==> config.mk <==
export PLATFORM = sky130hd
export DESIGN_NAME = ssif_multipart_read_reassembler_unit
export DESIGN_NICKNAME = d
export VERILOG_FILES = /design/src/ssif_pkg.sv /design/src/ssif_multipart_read_reassembler_unit.sv /design/src/ssif_front.sv /design/src/ssif_fifo.sv /design/src/ssif_back.sv
export SDC_FILE = /design/constraint.sdc
export NUM_CORES = 1
export LEC_CHECK = 0
export BUFFER_PORTS_ARGS = -buffer_cell sky130_fd_sc_hd__buf_2
export CORE_MARGIN = 2
export CORE_UTILIZATION = 25
export CTS_BUF_LIST = sky130_fd_sc_hd__clkbuf_16
export DETAILED_ROUTE_END_ITERATION = 10
export PLACE_DENSITY_LB_ADDON = 0.3
export SYNTH_ARGS = -nofsm -noshare
export SYNTH_HDL_FRONTEND = slang
export SYNTH_HIERARCHICAL = 1
export SYNTH_SLANG_ARGS = --single-unit
==> constraint.sdc <==
create_clock -name clk -period 8.65 [get_ports clk]
set_clock_uncertainty 0.15 [all_clocks]
set_input_delay 0.865 -clock clk [delete_from_list [all_inputs] [get_ports clk]]
set_output_delay 0.865 -clock clk [all_outputs]
set_load 0.02 [all_outputs]
==> src/ssif_pkg.sv <==
package ssif_pkg;

    // Longest block the bus may deliver; longer lengths are clamped to it.
    localparam int unsigned MaxBlockBytes = 32;
    localparam int unsigned LenW          = 6;
    localparam int unsigned PosW          = 6;

    localparam int unsigned QDepth = 4;
    localparam int unsigned QAw    = $clog2(QDepth);

    localparam logic [7:0] SEQ_FINAL = 8'hFF;

    localparam logic [2:0] KIND_DATA       = 3'd0;
    localparam logic [2:0] KIND_BLOCK_DONE = 3'd1;
    localparam logic [2:0] KIND_COMPLETE   = 3'd2;
    localparam logic [2:0] KIND_ORDER      = 3'd3;
    localparam logic [2:0] KIND_TOO_LARGE  = 3'd4;
    localparam logic [2:0] KIND_BUS_ERROR  = 3'd5;

    typedef struct packed {
        logic [7:0] rx_byte;
        logic [5:0] block_length;
        logic       first_of_block;
        logic       last_of_block;
        logic       bus_error;
    } ssif_in_t;

    typedef struct packed {
        logic [2:0] result_kind;
        logic [7:0] data_byte;
        logic [7:0] byte_offset;
        logic [7:0] message_length;
        logic       last;
    } ssif_out_t;

    // All results caused by one input item.
    typedef struct packed {
        logic [1:0]           cnt;
        ssif_out_t [2:0]      res;
    } ssif_bundle_t;

    function automatic ssif_out_t mk_res(input logic [2:0] kind, input logic [7:0] data,
                                         input logic [7:0] off, input logic [7:0] len);
        ssif_out_t r;
        r.result_kind    = kind;
        r.data_byte      = data;
        r.byte_offset    = off;
        r.message_length = len;
        r.last           = 1'b0;
        return r;
    endfunction

endpackage

==> src/ssif_multipart_read_reassembler_unit.sv <==
// SSIF multipart read reassembler.
// rx channel: one byte of an SMBus block read per item (rx_valid, rx_stall,
// rx_item), with the block length and first/last marks, or a bus error.
// res channel: result items (res_valid, res_stall, res_item): data bytes
// with their message offset, block done, message complete with its length,
// out of order, too large or bus error; last marks the final result of an
// input item. One input item yields zero to three results.
// cfg_we/cfg_wdata write the buffer capacity; write it only while idle.
// The front decodes a byte in the cycle it is taken and queues its results
// in a four-entry queue; the back plays them out one per cycle unless stalled.
// A byte's results are registered in the queue, then in the back's cur_reg.
// Throughput: one byte per cycle while results keep pace; the output side
// delivers one result per cycle, so bytes giving several results throttle it.
// A stalled receiver holds the current result; bytes are still taken until
// the queue fills, then rx_stall rises.
// Reset empties the queue, sets the capacity to 255 and awaits a first read.
module ssif_multipart_read_reassembler_unit
    import ssif_pkg::*;
(
    input  logic      clk,
    input  logic      rst_n,
    input  logic      rx_valid,
    output logic      rx_stall,
    input  ssif_in_t  rx_item,
    output logic      res_valid,
    input  logic      res_stall,
    output ssif_out_t res_item,
    input  logic      cfg_we,
    input  logic [7:0] cfg_wdata
);

    logic         accept;
    logic         push;
    logic         full;
    logic         pop;
    logic         empty;
    ssif_bundle_t push_data;
    ssif_bundle_t head;

    assign rx_stall = full;
    assign accept   = rx_valid && !full;

    ssif_front u_front (
        .clk       (clk),
        .rst_n     (rst_n),
        .cfg_we    (cfg_we),
        .cfg_wdata (cfg_wdata),
        .accept    (accept),
        .item      (rx_item),
        .push      (push),
        .bundle    (push_data)
    );

    ssif_fifo u_fifo (
        .clk       (clk),
        .rst_n     (rst_n),
        .push      (push),
        .push_data (push_data),
        .full      (full),
        .pop       (pop),
        .pop_data  (head),
        .empty     (empty)
    );

    ssif_back u_back (
        .clk       (clk),
        .rst_n     (rst_n),
        .empty     (empty),
        .head      (head),
        .pop       (pop),
        .res_valid (res_valid),
        .res_stall (res_stall),
        .res_item  (res_item)
    );

endmodule

==> src/ssif_front.sv <==
module ssif_front
    import ssif_pkg::*;
(
    input  logic         clk,
    input  logic         rst_n,
    input  logic         cfg_we,
    input  logic [7:0]   cfg_wdata,
    input  logic         accept,
    input  ssif_in_t     item,
    output logic         push,
    output ssif_bundle_t bundle
);

    localparam logic [1:0] PH_IDLE    = 2'd0;
    localparam logic [1:0] PH_HELD    = 2'd1;
    localparam logic [1:0] PH_BODY    = 2'd2;
    localparam logic [1:0] PH_DISCARD = 2'd3;

    logic [7:0]      cap_reg;
    logic [1:0]      phase_reg, phase_next;
    logic [7:0]      held_reg, held_next;
    logic [PosW-1:0] pos_reg, pos_next;
    logic [7:0]      off_reg, off_next;
    logic [7:0]      seq_reg, seq_next;
    logic            final_reg, final_next;
    logic            mp_reg, mp_next;

    always_comb
    begin
        logic [LenW-1:0] len;
        logic [1:0]      cnt;
        logic [8:0]      sum;
        logic [LenW-1:0] size;
        ssif_bundle_t    b;
        logic [7:0]      rb;

        phase_next = phase_reg;
        held_next  = held_reg;
        pos_next   = pos_reg;
        off_next   = off_reg;
        seq_next   = seq_reg;
        final_next = final_reg;
        mp_next    = mp_reg;
        cnt        = 2'd0;
        b          = '0;
        sum        = '0;
        size       = '0;
        rb         = item.rx_byte;

        len = item.block_length;
        if (len == '0)
            len = LenW'(1);
        else if (len > LenW'(MaxBlockBytes))
            len = LenW'(MaxBlockBytes);

        if (item.bus_error)
        begin
            b.res[cnt] = mk_res(KIND_BUS_ERROR, 8'd0, 8'd0, 8'd0);
            cnt = cnt + 2'd1;
            pos_next = '0; off_next = '0; seq_next = '0; final_next = 1'b0; mp_next = 1'b0;
            phase_next = PH_IDLE;
        end
        else if (item.first_of_block)
        begin
            if (phase_reg != PH_IDLE)
            begin
                pos_next = '0; off_next = '0; seq_next = '0;
                final_next = 1'b0; mp_next = 1'b0;
            end
            phase_next = PH_IDLE;
            pos_next   = PosW'(1);
            if (mp_next)
            begin
                size = len - LenW'(1);
                sum  = {1'b0, off_next} + 9'(size);
                if (rb != SEQ_FINAL && {1'b0, rb} != {1'b0, seq_next} + 9'd1)
                begin
                    b.res[cnt] = mk_res(KIND_ORDER, 8'd0, 8'd0, 8'd0);
                    cnt = cnt + 2'd1;
                    pos_next = '0; off_next = '0; seq_next = '0;
                    final_next = 1'b0; mp_next = 1'b0;
                    phase_next = item.last_of_block ? PH_IDLE : PH_DISCARD;
                end
                else if (sum > {1'b0, cap_reg})
                begin
                    b.res[cnt] = mk_res(KIND_TOO_LARGE, 8'd0, 8'd0, 8'd0);
                    cnt = cnt + 2'd1;
                    pos_next = '0; off_next = '0; seq_next = '0;
                    final_next = 1'b0; mp_next = 1'b0;
                    phase_next = item.last_of_block ? PH_IDLE : PH_DISCARD;
                end
                else
                begin
                    if (rb == SEQ_FINAL)
                        final_next = 1'b1;
                    else
                        seq_next = rb;
                    phase_next = PH_BODY;
                end
            end
            else
            begin
                held_next = rb;
                if (item.last_of_block || len == LenW'(1))
                begin
                    if (cap_reg == 8'd0)
                    begin
                        b.res[cnt] = mk_res(KIND_TOO_LARGE, 8'd0, 8'd0, 8'd0);
                        cnt = cnt + 2'd1;
                        pos_next = '0; off_next = '0; seq_next = '0;
                        final_next = 1'b0; mp_next = 1'b0;
                        phase_next = item.last_of_block ? PH_IDLE : PH_DISCARD;
                    end
                    else
                    begin
                        b.res[cnt] = mk_res(KIND_DATA, rb, off_next, 8'd0);
                        cnt = cnt + 2'd1;
                        off_next = off_next + 8'd1;
                        final_next = 1'b1;
                        phase_next = PH_BODY;
                    end
                end
                else
                    phase_next = PH_HELD;
            end
        end
        else if (phase_reg == PH_DISCARD)
        begin
            if (item.last_of_block)
                phase_next = PH_IDLE;
        end
        else if (phase_reg == PH_HELD)
        begin
            pos_next = PosW'(2);
            if (held_reg == 8'd0 && rb == 8'd1)
            begin
                size = (len >= LenW'(2)) ? len - LenW'(2) : '0;
                if ({2'b00, size} > cap_reg)
                begin
                    b.res[cnt] = mk_res(KIND_TOO_LARGE, 8'd0, 8'd0, 8'd0);
                    cnt = cnt + 2'd1;
                    pos_next = '0; off_next = '0; seq_next = '0;
                    final_next = 1'b0; mp_next = 1'b0;
                    phase_next = item.last_of_block ? PH_IDLE : PH_DISCARD;
                end
                else
                begin
                    mp_next    = 1'b1;
                    seq_next   = '0;
                    final_next = 1'b0;
                    phase_next = PH_BODY;
                end
            end
            else if ({2'b00, len} > cap_reg)
            begin
                b.res[cnt] = mk_res(KIND_TOO_LARGE, 8'd0, 8'd0, 8'd0);
                cnt = cnt + 2'd1;
                pos_next = '0; off_next = '0; seq_next = '0;
                final_next = 1'b0; mp_next = 1'b0;
                phase_next = item.last_of_block ? PH_IDLE : PH_DISCARD;
            end
            else
            begin
                b.res[cnt] = mk_res(KIND_DATA, held_reg, off_next, 8'd0);
                cnt = cnt + 2'd1;
                off_next = off_next + 8'd1;
                if (len > LenW'(1))
                begin
                    b.res[cnt] = mk_res(KIND_DATA, rb, off_next, 8'd0);
                    cnt = cnt + 2'd1;
                    off_next = off_next + 8'd1;
                end
                final_next = 1'b1;
                phase_next = PH_BODY;
            end
        end
        else if (phase_reg == PH_BODY)
        begin
            // drop bytes past the block length or past the largest offset
            if (pos_reg < len && off_reg != 8'hFF)
            begin
                b.res[cnt] = mk_res(KIND_DATA, rb, off_next, 8'd0);
                cnt = cnt + 2'd1;
                off_next = off_next + 8'd1;
            end
            if (pos_reg != '1)
                pos_next = pos_reg + PosW'(1);
        end

        // close the block when its last byte arrives in a good state
        if (!item.bus_error && item.last_of_block && phase_next == PH_BODY
            && (item.first_of_block || phase_reg != PH_DISCARD))
        begin
            if (final_next)
            begin
                b.res[cnt] = mk_res(KIND_COMPLETE, 8'd0, 8'd0, off_next);
                cnt = cnt + 2'd1;
                pos_next = '0; off_next = '0; seq_next = '0;
                final_next = 1'b0; mp_next = 1'b0;
            end
            else
            begin
                b.res[cnt] = mk_res(KIND_BLOCK_DONE, 8'd0, 8'd0, 8'd0);
                cnt = cnt + 2'd1;
                pos_next = '0;
            end
            phase_next = PH_IDLE;
        end

        if (cnt != 2'd0)
            b.res[cnt - 2'd1].last = 1'b1;
        b.cnt  = cnt;
        bundle = b;
    end

    assign push = accept && (bundle.cnt != 2'd0);

    always_ff @(posedge clk or negedge rst_n)
    begin
        if (!rst_n)
        begin
            cap_reg   <= 8'hFF;
            phase_reg <= PH_IDLE;
            pos_reg   <= '0;
            off_reg   <= '0;
            seq_reg   <= '0;
            final_reg <= 1'b0;
            mp_reg    <= 1'b0;
        end
        else
        begin
            if (cfg_we)
                cap_reg <= cfg_wdata;
            if (accept)
            begin
                phase_reg <= phase_next;
                pos_reg   <= pos_next;
                off_reg   <= off_next;
                seq_reg   <= seq_next;
                final_reg <= final_next;
                mp_reg    <= mp_next;
            end
        end
    end

    always_ff @(posedge clk)
    begin
        if (accept)
            held_reg <= held_next;
    end

endmodule

==> src/ssif_fifo.sv <==
module ssif_fifo
    import ssif_pkg::*;
(
    input  logic         clk,
    input  logic         rst_n,
    input  logic         push,
    input  ssif_bundle_t push_data,
    output logic         full,
    input  logic         pop,
    output ssif_bundle_t pop_data,
    output logic         empty
);

    ssif_bundle_t      mem_reg [QDepth];
    logic [QAw-1:0]    wr_reg, wr_next;
    logic [QAw-1:0]    rd_reg, rd_next;
    logic [QAw:0]      cnt_reg, cnt_next;

    assign full     = (cnt_reg == (QAw+1)'(QDepth));
    assign empty    = (cnt_reg == '0);
    assign pop_data = mem_reg[rd_reg];

    always_comb
    begin
        wr_next  = push ? wr_reg + QAw'(1) : wr_reg;
        rd_next  = pop  ? rd_reg + QAw'(1) : rd_reg;
        cnt_next = cnt_reg + (QAw+1)'(push) - (QAw+1)'(pop);
    end

    always_ff @(posedge clk or negedge rst_n)
    begin
        if (!rst_n)
        begin
            wr_reg  <= '0;
            rd_reg  <= '0;
            cnt_reg <= '0;
        end
        else
        begin
            wr_reg  <= wr_next;
            rd_reg  <= rd_next;
            cnt_reg <= cnt_next;
        end
    end

    always_ff @(posedge clk)
    begin
        if (push)
            mem_reg[wr_reg] <= push_data;
    end

endmodule

==> src/ssif_back.sv <==
module ssif_back
    import ssif_pkg::*;
(
    input  logic         clk,
    input  logic         rst_n,
    input  logic         empty,
    input  ssif_bundle_t head,
    output logic         pop,
    output logic         res_valid,
    input  logic         res_stall,
    output ssif_out_t    res_item
);

    ssif_bundle_t cur_reg;
    logic         have_reg;
    logic [1:0]   idx_reg;
    logic         take;
    logic         at_end;

    assign res_valid = have_reg;
    assign res_item  = cur_reg.res[idx_reg];
    assign take      = have_reg && !res_stall;
    assign at_end    = (idx_reg == cur_reg.cnt - 2'd1);
    // refill when no bundle is held or as the current bundle's final result leaves
    assign pop       = !empty && (!have_reg || (take && at_end));

    always_ff @(posedge clk or negedge rst_n)
    begin
        if (!rst_n)
        begin
            have_reg <= 1'b0;
            idx_reg  <= '0;
        end
        else if (pop)
        begin
            have_reg <= 1'b1;
            idx_reg  <= '0;
        end
        else if (take)
        begin
            if (at_end)
                have_reg <= 1'b0;
            else
                idx_reg <= idx_reg + 2'd1;
        end
    end

    always_ff @(posedge clk)
    begin
        if (pop)
            cur_reg <= head;
    end

endmodule

==> results.toml, run 1 <==
[run_status]
status = "completed"

[power]
power.combinational.fraction_pct = 27.6
share_clk_of_total_power_pct = 28.6
internal_power_w = 0.00520
finalPower_w = 0.00764
switching_power_w = 0.00245
cellPowerDensity_nw_per_um2 = 304
sw_frac_of_total_pct = 32.0
worst_ir_drop_vdd_v = 0.000173
sequentialPowerShare_pct = 43.8
p_leak_nw = 8.61

[timing]
final_worst_path_cycle_share_pct = 84.7
worst_slack_ns = 1.32
report.final.hold_viol_count = 0
clock.fmax_ghz = 0.136
setup-tns-final_ns = 0
report.final.slew_viol_count = 0
shortest_period_the_worst_path_allows_ns = 7.33
setup_viol_count_final = 0
grt_setup_unrepaired = "no"
worst_pin_slew_ns = 1.03
slew_headroom_pct = 31.3

[yosys]
synth_enable_flop_cells = 438
synth_top_flop_cell = "sky130_fd_sc_hd__edfxtp_1"
synthArstFlopShare_pct = 9.13
synth_area_per_cell_um2 = 15.3
synth_cells = 1437
yosys_warnings = 6
ys_seq_area_share_pct = 65.1
area_share_of_the_largest_cell_type_after_synthesis_pct = 60.0
yosysTopAreaCell = "sky130_fd_sc_hd__edfxtp_1"
synthesis.area_um2 = 21900
yosys.cell_types.count = 92
synth-seq-cells = 482
netlist_top_cells_area = "sky130_fd_sc_hd__edfxtp_1 60%, sky130_fd_sc_hd__mux4_2 8.8%, sky130_fd_sc_hd__dfrtp_1 4.1%"

[clock_tree]
cts-hold-fix-buffers = 0
clkSlewWorstSetupHoldPaths_ns = 0.06
clockRootBuffer = "sky130_fd_sc_hd__clkbuf_16"
number_of_setup_buffers_added_after_cts = 0
clk_path_buf_depth = 3
worst_skew_pair.late_latency_ns = 0.61
num_clock_sinks = 482
cts.htree.levels = 2
post_cts_resized = 0
clock_tree_from_tritoncts = "done"
number_of_clock_buffers_inserted_by_tritoncts = 52

[critical_path]
critical_path.most_common_cell = "sky130_fd_sc_hd__ha_1"
cp-start-kind = "primary input"
arrival_ns = 7.44
worst-endpoint-required_ns = 8.76
max_stage_delay_ns = 0.50
critPathSlowestCell = "sky130_fd_sc_hd__and2_4"
criticalPathCategory = "primary input to register"
worst-path-max-fanout = 40
crit_path_end_kind = "register"

[die]
floorplan.core_area_um2 = 86900
die_area_um2 = 90100
core_rows = 108
die_width_um = 300
initial_utilization_pct = 25.2
ioPinCount = 60
dieHeight_um = 300

[layout]
antennaDiodeCount = 0
proportion_of_layout_cells_with_a_drive_suffix_above_1_pct = 19.2
multiInputGateArea_um2 = 7030
flip_flop_count_of_the_largest_register_after_layout = 344
fin_area_um2 = 25200
fillerInstances = 8616
num-nets-final = 1597
ff_latch_area_um2 = 14300
mostFrequentLayoutCell = "sky130_fd_sc_hd__edfxtp_1"
layout.cells.most_common_list = "438 x sky130_fd_sc_hd__edfxtp_1, 108 x sky130_fd_sc_hd__nand2_1, 86 x sky130_fd_sc_hd__mux4_2"
synthToLayoutAreaGrowth_pct = 14.8

[global_route]
grt_max_degree = 55
antenna_found_initial = 2
grt_overflow_total = 0
grt_use_total_pct = 12.0
grt_pass1_wl_um = 82300
grt_pass1_vias = 12756

[routing]
num_vias = 12544
count_of_antenna_violating_nets_left_after_detailed_routing = 0
drc_errors = 0
initial_drc_count = 897
totalWireLength_um = 54400
drt_pre_antenna_iters = 6
vias_per_cell = 4.64
wl_per_cell_um = 20.1

[place]
gpl.final_weighted_congestion = 0.869
numPortBuffers = 59
hpwlAfterDp_um = 36700
placement.cell_area_um2 = 23500
place_ws_ns = 0.707

[run]
drv_cap = 0

[min_path]
min-delay-path-class = "primary input to asynchronous set/reset pin"
logic make-up after synthesis:
group	Yosys count	share of synthesized area, %
AO/OA/AOI/OAI	234	7.49
adder cells (fa/ha/maj)	61	3.55
other	1	0.0171
AND/OR/NAND/NOR	352	8.28
buffers and inverters	140	3.25
flip-flops	482	65.1
multiplexers	126	10.7
XOR/XNOR	41	1.67
metrics by stage:
stage               std cells  hold WS, ns  util [%]
floorplan                1454        0.314         -
global placement         2607        0.342      27.0
detailed placement       2607        0.351      27.0
CTS                      2704        0.244      29.0
global route             2704        0.282      29.0
finish                   2704        0.244      29.0
power groups by stage:
stage / logic [W] / clock network, W / registers, W
detailed placement: 0.00218 / 0 / 0.00340
finish: 0.00211 / 0.00219 / 0.00335
global placement: 0.00218 / 0 / 0.00338
floorplan: 0.00157 / 0 / 0.00329
global route: 0.00231 / 0.00234 / 0.00340
CTS: 0.00219 / 0.00225 / 0.00336
cell usage after synthesis, types with 9 or more instances:
library cell               number
sky130_fd_sc_hd__ha_1          59
sky130_fd_sc_hd__mux2i_1       37
sky130_fd_sc_hd__a31oi_1        9
sky130_fd_sc_hd__nor2_1        74
sky130_fd_sc_hd__nand2_1      108
sky130_fd_sc_hd__nor4_1         9
sky130_fd_sc_hd__clkbuf_1      31
sky130_fd_sc_hd__mux4_2        86
sky130_fd_sc_hd__nor2b_1       14
sky130_fd_sc_hd__dfrtp_1       36
sky130_fd_sc_hd__a221o_1       10
sky130_fd_sc_hd__nor3_1        16
sky130_fd_sc_hd__inv_1         51
sky130_fd_sc_hd__edfxtp_1     438
sky130_fd_sc_hd__and3_1        17
sky130_fd_sc_hd__buf_4         28
sky130_fd_sc_hd__xor2_1        18
sky130_fd_sc_hd__a21oi_1       35
sky130_fd_sc_hd__a22oi_1       10
sky130_fd_sc_hd__and2_1        36
sky130_fd_sc_hd__o21ai_0       65
sky130_fd_sc_hd__o221ai_1      13
sky130_fd_sc_hd__buf_2         17
sky130_fd_sc_hd__nand3_1       22
sky130_fd_sc_hd__a21o_1        16
sky130_fd_sc_hd__xnor2_1       22
critical path, delay by kind of cell:
kind | cells | cell delay (ns)
and+or+nand+nor | 9 | 2.12
AOI/OAI and AO/OA | 10 | 2.12
adders and majority gates | 4 | 1.02
buffers and inverters | 5 | 0.80
muxes | 1 | 0.42
xor gates and xnor gates | 1 | 0.08
layout make-up:
class / instances / share of cell area, %
clock buffer: 53 / 5.27
tap: 1155 / 5.74
clock inverter: 44 / 1.45
timing repair buffer: 82 / 2.06
inverter: 56 / 0.835
sequential: 482 / 56.7
multi-input combinational: 832 / 27.9
routing by layer:
layer,global-route usage (%),routed length [um],share of wire (%),vias up
met1,16.2,24300,45,6397
li1,-,-,-,5707
met4,4.23,1560,2.9,2
met3,1.91,2600,4.8,92
met2,19.6,25900,48,346
met5,0,13,0.024,-
worst paths after layout:
check / startpoint / endpoint / slack [ns] / depth (start not counted)
max: rx_item[5] / u_fifo/mem_reg[2][55]$_DFFE_PP_ / 1.32 / 30
min: rst_n / u_front/seq_reg[7]$_DFFE_PN0P_ / 0.24 / 2
max reg2reg: u_front/phase_reg[1]$_DFFE_PN0P_ / u_fifo/mem_reg[2][55]$_DFFE_PP_ / 1.53 / 26
min reg2reg: u_front/final_reg$_DFFE_PN0P_ / u_front/final_reg$_DFFE_PN0P_ / 0.36 / 1
max in group asynchronous: rst_n / u_fifo/rd_reg[1]$_DFFE_PN0P_ / 7.54 / 2
min in group clk: cfg_wdata[7] / u_front/cap_reg[7]$_DFFE_PN1P_ / 0.33 / 3
(Power assumes the default switching activity.)
==> run 2, diff against run 1 <==
==> constraint.sdc (replaced) <==
create_clock -name clk -period 6 [get_ports clk]
set_clock_uncertainty 0.15 [all_clocks]
set_input_delay 0.6 -clock clk [delete_from_list [all_inputs] [get_ports clk]]
set_output_delay 0.6 -clock clk [all_outputs]
set_load 0.02 [all_outputs]
==> run 2 against run 1 <==
Against the previous run:
- clock power grew 42%
- critical endpoint is now u_fifo/mem_reg[1][44]$_DFFE_PP_
- hold slack lost 0.19 ns
- combinational power grew 53%
- via count grew 1.9%
- count of clock-buffer cells in the layout shrank 2
- wire length grew 1.7%
- final cell count grew 2.4%
- utilization grew 0.85 points
- sequential power grew 44%
- sequential cell count is the same
- global-route usage grew 0.25 points
==> results.toml, run 2 (synthesis gave the netlist of run 1 again) <==
[critical_path]
criticalPathCategory = "register to register"
crit_path_end_kind = "register"
worst-path-max-fanout = 11
arrival_ns = 5.81
cp-start-kind = "register"
worst-endpoint-required_ns = 6.14

[global_route]
grt_pass1_wl_um = 84300
antenna_found_initial = 0
grt_pass1_vias = 13099
grt_max_degree = 75
grt_overflow_total = 0
grt_use_total_pct = 12.3

[die]
ioPinCount = 60
floorplan.core_area_um2 = 86900
dieHeight_um = 300
initial_utilization_pct = 25.2
core_rows = 108
die_width_um = 300
die_area_um2 = 90100

[power]
p_leak_nw = 8.98
cellPowerDensity_nw_per_um2 = 432
share_clk_of_total_power_pct = 27.8
sw_frac_of_total_pct = 32.1
switching_power_w = 0.00358
sequentialPowerShare_pct = 43.3
internal_power_w = 0.00760
worst_ir_drop_vdd_v = 0.000192
power.combinational.fraction_pct = 28.9

[timing]
grt_setup_unrepaired = "no"
final_worst_path_cycle_share_pct = 94.6
shortest_period_the_worst_path_allows_ns = 5.67
worst_pin_slew_ns = 1.25
slew_headroom_pct = 16.9
clock.fmax_ghz = 0.176
setup_viol_count_final = 0
report.final.hold_viol_count = 0
report.final.slew_viol_count = 0
worst_slack_ns = 0.326

[clock_tree]
worst_skew_pair.late_latency_ns = 0.63
number_of_clock_buffers_inserted_by_tritoncts = 51
cts.htree.levels = 2
clk_path_buf_depth = 3
clkSlewWorstSetupHoldPaths_ns = 0.06
number_of_setup_buffers_added_after_cts = 0
num_clock_sinks = 482
clockRootBuffer = "sky130_fd_sc_hd__clkbuf_16"
clock_tree_from_tritoncts = "done"

[run_status]
status = "completed"

[layout]
final_core_util_pct = 29.8
num-nets-final = 1663
finish.cell_count_without_fillers = 2770
synthToLayoutAreaGrowth_pct = 18.2
fin_area_um2 = 25900
flip_flop_count_of_the_largest_register_after_layout = 344
mostFrequentLayoutCell = "sky130_fd_sc_hd__edfxtp_1"
layout.cells.most_common_list = "438 x sky130_fd_sc_hd__edfxtp_1, 108 x sky130_fd_sc_hd__nand2_1, 86 x sky130_fd_sc_hd__mux4_2"
ff_latch_area_um2 = 14300
proportion_of_layout_cells_with_a_drive_suffix_above_1_pct = 23.2
multiInputGateArea_um2 = 7160
fillerInstances = 8620

[place]
placement.cell_area_um2 = 24200
place_ws_ns = -0.254
gpl.final_weighted_congestion = 0.852
place_inst = 2673
hpwlAfterDp_um = 38000
numPortBuffers = 59

[routing]
totalWireLength_um = 55300
vias_per_cell = 4.61
drt_pre_antenna_iters = 5
wl_per_cell_um = 20.0
drc_errors = 0
initial_drc_count = 912
count_of_antenna_violating_nets_left_after_detailed_routing = 0
num_vias = 12777

[run]
drv_cap = 0

[min_path]
min-delay-path-class = "primary input to register"
run 2: cell types whose count changed in the layout (fill, tap and decap cells not counted), moves of 3 or more:
cell,change
sky130_fd_sc_hd__clkinv_1,+3
sky130_fd_sc_hd__ha_4,+3
sky130_fd_sc_hd__buf_4,+57
sky130_fd_sc_hd__inv_1,-3
sky130_fd_sc_hd__ha_1,-4
sky130_fd_sc_hd__buf_12,+9
sky130_fd_sc_hd__clkinv_16,+3
run 2: metal layers:
metal,share of wire [%],global-route usage [%],wire [um]
met1,46,16.9,25500
met2,48,20.4,26700
met3,3.9,1.88,2180
met4,1.6,2.56,900
met5,0,0,0
run 2: final cells by class:
class / count / area share, %
well taps: 1155 / 5.58
clock buffers: 51 / 4.93
multi-input cells: 832 / 27.6
repair buffers: 149 / 4.39
diodes: 1 / 0.00966
flip-flops and latches: 482 / 55.1
clock inverters: 44 / 1.56
inverters: 56 / 0.816
run 2: timing repair:
item | in CTS | in global routing
endpoints found under the setup margin | 0 | 163
hold buffers | 1 | 0
gates resized for setup | 0 | 1
endpoints found under the hold margin | 29 | 0
run 2: worst max-delay path, cell delays in order (launching register included):
cell,delay (ns)
sky130_fd_sc_hd__dfrtp_1,0.39
sky130_fd_sc_hd__inv_1,0.10
sky130_fd_sc_hd__ha_1,0.26
sky130_fd_sc_hd__buf_4,0.18
sky130_fd_sc_hd__and2_1,0.21
sky130_fd_sc_hd__ha_1,0.33
sky130_fd_sc_hd__a21o_1,0.21
sky130_fd_sc_hd__a21o_1,0.17
sky130_fd_sc_hd__a21oi_2,0.13
sky130_fd_sc_hd__nor2b_1,0.06
sky130_fd_sc_hd__o21ai_1,0.16
sky130_fd_sc_hd__xnor2_1,0.08
sky130_fd_sc_hd__and2_1,0.17
sky130_fd_sc_hd__ha_2,0.18
sky130_fd_sc_hd__a211oi_2,0.24
sky130_fd_sc_hd__o211ai_1,0.13
sky130_fd_sc_hd__a31oi_2,0.23
sky130_fd_sc_hd__o32ai_4,0.16
sky130_fd_sc_hd__nor2b_4,0.17
sky130_fd_sc_hd__nor2_4,0.12
sky130_fd_sc_hd__nor4b_4,0.23
sky130_fd_sc_hd__inv_1,0.12
sky130_fd_sc_hd__ha_4,0.25
sky130_fd_sc_hd__mux2i_4,0.17
sky130_fd_sc_hd__o21a_4,0.23
sky130_fd_sc_hd__and2_4,0.28
sky130_fd_sc_hd__buf_4,0.25
run 2: final timing paths:
kind	startpoint	depth (start not counted)	endpoint	slack, ns
max	u_front/phase_reg[0]$_DFFE_PN0P_	26	u_fifo/mem_reg[1][44]$_DFFE_PP_	0.33
min	cfg_wdata[2]	3	u_front/cap_reg[2]$_DFFE_PN1P_	0.05
max reg2reg	u_front/phase_reg[0]$_DFFE_PN0P_	26	u_fifo/mem_reg[1][44]$_DFFE_PP_	0.33
min reg2reg	u_front/final_reg$_DFFE_PN0P_	1	u_front/final_reg$_DFFE_PN0P_	0.36
max in group asynchronous	rst_n	3	u_fifo/rd_reg[0]$_DFFE_PN0P_	4.66
min in group asynchronous	rst_n	3	u_front/seq_reg[6]$_DFFE_PN0P_	0.49
run 2: per-stage QoR:
stage	setup TNS (ns)	hold WS [ns]	total power, W
2_1_floorplan	-64.32	0.154	0.00700
3_3_place_gp	-33.14	0.345	0.00819
3_5_place_dp	-71.00	0.352	0.00824
4_1_cts	0	0.0228	0.0114
5_1_grt	0	0.0370	0.0118
6_report	0	0.0528	0.0112
run 2: power groups by stage:
stage	registers (W)	clock network, W	logic [W]
floorplan	0.00469	0	0.00230
global placement	0.00490	0	0.00329
detailed placement	0.00493	0	0.00331
CTS	0.00486	0.00320	0.00332
global route	0.00492	0.00334	0.00353
finish	0.00484	0.00311	0.00323
